`src/design/isort_pkg.sv`:
```
// isort_pkg: shared types for the insertion sorter.
// No dependencies; imported by isort_cell and insertion_sorter.
package isort_pkg;

    // Controller phase: loading words or draining the sorted run
    typedef enum logic {
        ST_LOAD  = 1'b0,
        ST_DRAIN = 1'b1
    } t_state;

    // Per-cycle command broadcast to every cell of the chain
    typedef struct packed {
        logic ins;    // insert the broadcast word this cycle
        logic shift;  // move every word one cell toward the head
    } t_cell_ctl;

endpackage

```
`src/design/isort_cell.sv`:
```
// isort_cell: one slot of the insertion chain.
// Depends on isort_pkg (t_cell_ctl).
module isort_cell #(
    parameter int VALUE_BITS = 32,
    parameter int CAPACITY   = 32,
    parameter int IDX        = 0
) (
    input  logic                                 i_clk,
    input  isort_pkg::t_cell_ctl                 i_ctl,
    input  logic [$clog2(CAPACITY+1)-1:0]        i_fill,
    input  logic signed [VALUE_BITS-1:0]         i_value,
    input  logic signed [VALUE_BITS-1:0]         i_prev_value,
    input  logic                                 i_prev_take,
    input  logic signed [VALUE_BITS-1:0]         i_next_value,
    output logic signed [VALUE_BITS-1:0]         o_value,
    output logic                                 o_take
);
    import isort_pkg::*;

    localparam int CW = $clog2(CAPACITY + 1);

    logic signed [VALUE_BITS-1:0] r_value;
    logic                         w_occ;

    // slot holds a word when its index is below the fill count
    assign w_occ = (CW'(IDX) < i_fill);
    // empty slots act as +infinity; only strictly greater words move up
    assign o_take  = !w_occ || (r_value > i_value);
    assign o_value = r_value;

    always_ff @(posedge i_clk) begin
        if (i_ctl.ins && o_take) begin
            r_value <= i_prev_take ? i_prev_value : i_value;
        end else if (i_ctl.shift) begin
            r_value <= i_next_value;
        end
    end

endmodule

```
`src/design/insertion_sorter.sv`:
```
// insertion_sorter: top level, a stable insertion sorter built as a cell chain.
// Depends on isort_pkg and isort_cell.
//
// Usage: present a signed word on i_value with start high; it is taken at any
// edge where busy is low, one word per clock while loading. Every cell compares
// the broadcast word against its own content in the same cycle, and each
// strictly greater word steps one cell up, so the chain stays sorted and equal
// words keep arrival order. A word arriving with i_last_in high is inserted
// too, then the run drains from the head of the chain, one result per clock
// on o_valid, lowest first, with o_last_out on the final one. Busy is high
// for the whole drain of a run (a run holds at least one word), while the
// chain shifts toward the head. The receiver cannot stall: each result is on the
// output ports for exactly one cycle. Words that arrive while all CAPACITY
// cells are full are dropped and o_overflow is high on every result of that
// run. After the drain the chain is empty and the flag is clear.
module insertion_sorter #(
    parameter int CAPACITY   = 32,
    parameter int VALUE_BITS = 32
) (
    input  logic                          i_clk,
    input  logic                          i_rst_n,
    input  logic                          start,
    input  logic signed [VALUE_BITS-1:0]  i_value,
    input  logic                          i_last_in,
    output logic                          busy,
    output logic                          o_valid,
    output logic signed [VALUE_BITS-1:0]  o_sorted_value,
    output logic                          o_last_out,
    output logic                          o_overflow
);
    import isort_pkg::*;

    localparam int CW = $clog2(CAPACITY + 1);

    t_state         r_state, n_state;
    logic [CW-1:0]  r_fill,  n_fill;
    logic           r_dropped, n_dropped;

    t_cell_ctl      w_ctl;
    logic           w_accept;
    logic           w_full;

    logic signed [VALUE_BITS-1:0] w_value [CAPACITY];
    logic                         w_take  [CAPACITY];

    assign w_accept = start && (r_state == ST_LOAD);
    assign w_full   = (r_fill == CW'(CAPACITY));

    // ---------------- cell chain ----------------
    // Cell k takes its lower neighbor's word when that neighbor also moves,
    // else the new word; on a drain it takes its upper neighbor's word.
    for (genvar k = 0; k < CAPACITY; k++) begin : g_cell
        logic signed [VALUE_BITS-1:0] w_prev_value;
        logic                         w_prev_take;
        logic signed [VALUE_BITS-1:0] w_next_value;

        if (k == 0) begin : g_head
            assign w_prev_value = i_value;
            assign w_prev_take  = 1'b0;
        end else begin : g_body
            assign w_prev_value = w_value[k-1];
            assign w_prev_take  = w_take[k-1];
        end

        if (k == CAPACITY - 1) begin : g_tail
            assign w_next_value = '0;
        end else begin : g_mid
            assign w_next_value = w_value[k+1];
        end

        isort_cell #(
            .VALUE_BITS (VALUE_BITS),
            .CAPACITY   (CAPACITY),
            .IDX        (k)
        ) u_cell (
            .i_clk        (i_clk),
            .i_ctl        (w_ctl),
            .i_fill       (r_fill),
            .i_value      (i_value),
            .i_prev_value (w_prev_value),
            .i_prev_take  (w_prev_take),
            .i_next_value (w_next_value),
            .o_value      (w_value[k]),
            .o_take       (w_take[k])
        );
    end

    // ---------------- next state ----------------
    always_comb begin
        n_state   = r_state;
        n_fill    = r_fill;
        n_dropped = r_dropped;
        unique case (r_state)
            ST_LOAD: begin
                if (w_accept) begin
                    if (w_full) begin
                        n_dropped = 1'b1;
                    end else begin
                        n_fill = r_fill + CW'(1);
                    end
                    if (i_last_in) begin
                        n_state = ST_DRAIN;
                    end
                end
            end
            ST_DRAIN: begin
                n_fill = r_fill - CW'(1);
                if (r_fill == CW'(1)) begin
                    n_state   = ST_LOAD;
                    n_dropped = 1'b0;
                end
            end
            default: begin
                n_state = ST_LOAD;
            end
        endcase
    end

    // ---------------- outputs ----------------
    always_comb begin
        w_ctl       = '0;
        busy        = 1'b0;
        o_valid     = 1'b0;
        o_last_out  = 1'b0;
        unique case (r_state)
            ST_LOAD: begin
                w_ctl.ins = w_accept && !w_full;
            end
            ST_DRAIN: begin
                w_ctl.shift = 1'b1;
                busy        = 1'b1;
                o_valid     = 1'b1;
                o_last_out  = (r_fill == CW'(1));
            end
            default: begin
                busy = 1'b0;
            end
        endcase
    end

    assign o_sorted_value = w_value[0];
    assign o_overflow     = r_dropped;

    // ---------------- registers ----------------
    always_ff @(posedge i_clk) begin
        if (!i_rst_n) begin
            r_state   <= ST_LOAD;
            r_fill    <= '0;
            r_dropped <= 1'b0;
        end else begin
            r_state   <= n_state;
            r_fill    <= n_fill;
            r_dropped <= n_dropped;
        end
    end

endmodule

```
`config.mk`:
```
export PLATFORM = sky130hd
export DESIGN_NAME = insertion_sorter
export DESIGN_NICKNAME = d
export VERILOG_FILES = /design/src/design/isort_pkg.sv /design/src/design/isort_cell.sv /design/src/design/insertion_sorter.sv
export SDC_FILE = /design/constraint.sdc
export NUM_CORES = 2
export LEC_CHECK = 0
export ABC_CLOCK_PERIOD_IN_PS = 6900
export BUFFER_PORTS_ARGS = -buffer_cell sky130_fd_sc_hd__clkbuf_2
export CAP_MARGIN = 10
export CORE_MARGIN = 10
export CORE_UTILIZATION = 35
export CTS_CLUSTER_SIZE = 16
export DETAILED_ROUTE_END_ITERATION = 7
export PLACE_DENSITY = 0.51
export SYNTH_ARGS = -nofsm -noshare
export SYNTH_HDL_FRONTEND = slang
export SYNTH_SLANG_ARGS = --single-unit
```
`constraint.sdc`:
```
create_clock -name i_clk -period 6.9 [get_ports i_clk]
set_input_delay 1.38 -clock i_clk [delete_from_list [all_inputs] [get_ports i_clk]]
set_output_delay 1.38 -clock i_clk [all_outputs]
set_load 0.02 [all_outputs]
```
==> report_table.html <==
<table>
<tr><th>Metric</th><th>Value</th></tr>
<tr><th colspan="2">Routing</th></tr>
<tr><td>Total DRC errors in the routed layout</td><td>0</td></tr>
<tr><td>Iteration count of the initial detailed-routing pass</td><td>6</td></tr>
<tr><td>DRC violation total after the first TritonRoute iteration</td><td>between 5000 and 6000</td></tr>
<tr><td>Vias post-DR</td><td>~61000</td></tr>
<tr><td>Number of nets still failing antenna checks after routing</td><td>0</td></tr>
<tr><td>Routed wire length</td><td>~280 mm</td></tr>
<tr><td>Via density per instance</td><td>roughly 6</td></tr>
<tr><td>Average wire per standard cell</td><td>27.83 µm</td></tr>
<tr><th colspan="2">Timing</th></tr>
<tr><td>Final Max Tran Viols</td><td>0</td></tr>
<tr><td>Number of hold violations in the final report</td><td>0</td></tr>
<tr><td>Shortest clock period the worst path allows after layout</td><td>between 5 and 6 ns</td></tr>
<tr><td>Tightest Pin Transition</td><td>~1.2 ns</td></tr>
<tr><td>Clock skew after layout</td><td>0.03954 ns</td></tr>
<tr><td>Worst hold margin</td><td>between 0.5 and 0.6 ns</td></tr>
<tr><td>Final period util</td><td>80.41%</td></tr>
<tr><td>Setup violators final</td><td>0</td></tr>
<tr><td>Setup repair after global routing missed its margin</td><td>no</td></tr>
<tr><td>Achievable frequency</td><td>0.1802 GHz</td></tr>
<tr><td>Final total negative setup slack</td><td>0 ns</td></tr>
<tr><td>Worst slew margin relative to its limit</td><td>14.70%</td></tr>
<tr><th colspan="2">Synth</th></tr>
<tr><td>Seq cells post-synth</td><td>roughly 1000</td></tr>
<tr><td>Sequential cell area fraction in the yosys report</td><td>roughly two fifths</td></tr>
<tr><td>Area leader, netlist</td><td>sky130_fd_sc_hd__edfxtp_1</td></tr>
<tr><td>Synthesized net count</td><td>roughly 8200</td></tr>
<tr><td>Leading post-synthesis cells by instance count</td><td>sky130_fd_sc_hd__a21oi_1, sky130_fd_sc_hd__ha_1, sky130_fd_sc_hd__edfxtp_1</td></tr>
<tr><td>Netlist area before placement</td><td>slightly below 80000 µm²</td></tr>
<tr><td>Share of flip-flops with an asynchronous set or reset</td><td>0%</td></tr>
<tr><td>Synth top area cells</td><td>sky130_fd_sc_hd__edfxtp_1, sky130_fd_sc_hd__ha_1, sky130_fd_sc_hd__mux2i_1</td></tr>
<tr><td>Number of distinct standard cells referenced by the synthesized netlist</td><td>85</td></tr>
<tr><td>Primary flip-flop cell chosen by synthesis mapping</td><td>sky130_fd_sc_hd__edfxtp_1</td></tr>
<tr><td>Synth top area share</td><td>between 30 and 40%</td></tr>
<tr><td>Syn. warnings</td><td>0</td></tr>
<tr><td>Number of enable flip-flop cells after synthesis</td><td>1024</td></tr>
<tr><td>Mapped Avg Cell Area</td><td>~11 µm²</td></tr>
<tr><td>Number of standard cells after synthesis</td><td>slightly above 7000</td></tr>
<tr><td>Most frequently used cell type in the post-synthesis netlist</td><td>sky130_fd_sc_hd__a21oi_1</td></tr>
<tr><th colspan="2">Layout</th></tr>
<tr><td>Share of post-route cells with drive strength above 1</td><td>about 15%</td></tr>
<tr><td>Net total in the final layout</td><td>about 8200</td></tr>
<tr><td>Share of the core filled with cells</td><td>38.90%</td></tr>
<tr><td>Post-synthesis to final-layout area growth</td><td>10.75%</td></tr>
<tr><th colspan="2">Die</th></tr>
<tr><td>Initial cell density of the core</td><td>35.12%</td></tr>
<tr><td>Num ports</td><td>72</td></tr>
<tr><td>Cell Rows</td><td>172</td></tr>
<tr><td>Die width</td><td>about 490 µm</td></tr>
<tr><td>Total die area</td><td>between 200000 and 250000 µm²</td></tr>
<tr><td>Area of the core</td><td>~220000 µm²</td></tr>
<tr><td>Die height</td><td>489.1 µm</td></tr>
<tr><th colspan="2">Clock network</th></tr>
<tr><td>Buffer levels on the longest clock path</td><td>3</td></tr>
<tr><td>Number of buffers added by the clock tree synthesis step</td><td>~130</td></tr>
<tr><td>Root buffer cell</td><td>sky130_fd_sc_hd__clkbuf_16</td></tr>
<tr><td>Post-CTS Resized</td><td>0</td></tr>
<tr><td>Post-CTS setup buffer count</td><td>0</td></tr>
<tr><td>Worst skew pair latency</td><td>0.80 ns</td></tr>
<tr><td>CTS H-tree lvls</td><td>4</td></tr>
<tr><td>CTS tree</td><td>yes</td></tr>
<tr><td>Register clock-pin slew on the reported worst setup and hold paths</td><td>roughly 0.060 ns</td></tr>
<tr><td>Hold Buf Count CTS</td><td>0</td></tr>
<tr><td>CTS Sinks</td><td>between 1000 and 1500</td></tr>
<tr><th colspan="2">Power and ir drop</th></tr>
<tr><td>Leakage dissipation</td><td>34.69 nW</td></tr>
<tr><td>Power consumption</td><td>about 0.028 W</td></tr>
<tr><td>Power density of the placed cells</td><td>roughly 330 nW/µm²</td></tr>
<tr><td>Max IR drop VDD</td><td>175.2 µV</td></tr>
<tr><th colspan="2">Global route</th></tr>
<tr><td>First-pass GRT wire length</td><td>413.0 mm</td></tr>
<tr><td>Grt total ovfl</td><td>0</td></tr>
<tr><td>Pin count of the biggest net entering global routing</td><td>100</td></tr>
<tr><td>GRT Util Overall</td><td>between 20% and 30%</td></tr>
<tr><td>Antenna violations before repair</td><td>15</td></tr>
<tr><td>Via count of the first global-routing pass</td><td>just over 60000</td></tr>
<tr><th colspan="2">Min path</th></tr>
<tr><td>Hold WC Path Type</td><td>reg2reg</td></tr>
<tr><th colspan="2">Setup path</th></tr>
<tr><td>Slowest stage delay, CP</td><td>between 1 and 1.5 ns</td></tr>
<tr><td>Slowest cell on the critical path</td><td>sky130_fd_sc_hd__a2111oi_0</td></tr>
<tr><td>Data arrival time of the worst path</td><td>about 6.1 ns</td></tr>
<tr><td>Cells traversed along the worst timing path</td><td>clkbuf_2, inv_2, buf_4, ha_1, a21oi_1, o21ai_0, a2111oi_0, a31o_1, a21oi_1, nor3_4, buf_4, mux2_2, mux2_2</td></tr>
<tr><td>Critical Setup Path Class</td><td>in2reg</td></tr>
<tr><td>CP Max Fanout</td><td>32</td></tr>
<tr><td>Cell family with most CP delay</td><td>compound AO/OA/AOI/OAI gates</td></tr>
<tr><td>Worst path buffer plus inverter count</td><td>4</td></tr>
<tr><td>Crit. End Element</td><td>register</td></tr>
<tr><td>Type of element launching the critical path</td><td>input port</td></tr>
<tr><td>Crit path required time</td><td>approximately 7.4 ns</td></tr>
<tr><th colspan="2">Place</th></tr>
<tr><td>Post-DP HPWL</td><td>210.4 mm</td></tr>
<tr><td>Count of buffers from port buffering</td><td>between 70 and 80</td></tr>
<tr><td>Final weighted congestion of routability-driven global placement</td><td>~0.88</td></tr>
<tr><th colspan="2">Run</th></tr>
<tr><td>Max Cap Viol</td><td>0</td></tr>
<tr><th colspan="2">Status</th></tr>
<tr><td>Status</td><td>completed</td></tr>
</table>
through the flow:
| step | instance area, µm² | std cells | setup WS (ns) |
|---|---|---|---|
| finish | 85310 | 10103 | 1.351 |
| global route | 85300 | 10100 | 1.296 |
| CTS | 85270 | 10096 | 1.522 |
| detailed placement | 81220 | 9857 | 0.6764 |
| global placement | 81220 | 9857 | 0.6614 |
| floorplan | 77030 | 7150 | 0.7911 |
layer usage:
metal  wire length, µm  vias up  share of wire [%]  track usage [%]
met5                25        -             0.0089                0
met4             10070        4                3.6            7.810
met3             17500      547                6.2            3.936
met2            131100     2019                 47            37.35
met1            122500    30739                 44            29.99
li1                  -    27751                  -                -
cells in the final DEF (no fill, tap or decap), types with 102 or more instances in the layout:
cell                           n
sky130_fd_sc_hd__nand4_1     207
sky130_fd_sc_hd__edfxtp_1   1024
sky130_fd_sc_hd__a31oi_1     102
sky130_fd_sc_hd__clkbuf_16   138
sky130_fd_sc_hd__mux2_2      492
sky130_fd_sc_hd__mux2i_1     717
sky130_fd_sc_hd__nand2_1     341
sky130_fd_sc_hd__o21ai_0     350
sky130_fd_sc_hd__ha_1       1027
sky130_fd_sc_hd__buf_4       220
sky130_fd_sc_hd__o211ai_1    102
sky130_fd_sc_hd__a21oi_1    1124
sky130_fd_sc_hd__nor2_1      346
logic make-up (layout without fill, tap and decap cells):
kind of cell / count (synthesis) / in the layout / synth area share (%)
buf+inv: 560 / 637 / 3.039
mux: 1246 / 1246 / 17.19
xor+xnor: 4 / 4 / 0.04548
other cells: 0 / 5 / 0
simple gates: 1277 / 1277 / 8.125
flops: 1032 / 1032 / 40.13
fa+ha+maj: 1027 / 1027 / 16.68
compound gates: 2004 / 2004 / 14.79
registers in the layout, summed over array words and instances, names as in the netlist:
| register | flops |
|---|---|
| g_cell.u_cell.o_value | 1024 |
| o_overflow | 1 |
| r_fill | 6 |
| r_state | 1 |
cell type report:
type	count	area (µm²)
fillers	21316	134000
clock buffers	172	3591
inverters	96	360.3
well taps	2871	3592
flip-flops and latches	1032	30910
repair buffers	302	2222
multi-input cells	5558	44150
clock inverters	67	460.4
diodes	5	12.51
where the power goes:
group          switching, W  internal [W]
combinational       0.00558       0.00410
sequential          0.00193       0.00935
clock               0.00296       0.00382
total                0.0105        0.0173
path summary, 6_finish.rpt:
kind | startpoint | to | slack, ns | cells after the start
worst max register to register | g_cell[29].u_cell.o_value[31] | g_cell[30].u_cell.o_value[11] | 2.39 | 10
worst min-delay path | g_cell[31].u_cell.o_value[28] | g_cell[30].u_cell.o_value[28] | 0.58 | 1
worst max-delay path | i_value[31] | g_cell[30].u_cell.o_value[11] | 1.35 | 13
worst min register to register | g_cell[31].u_cell.o_value[28] | g_cell[30].u_cell.o_value[28] | 0.58 | 1
(Power assumes the default switching activity.)
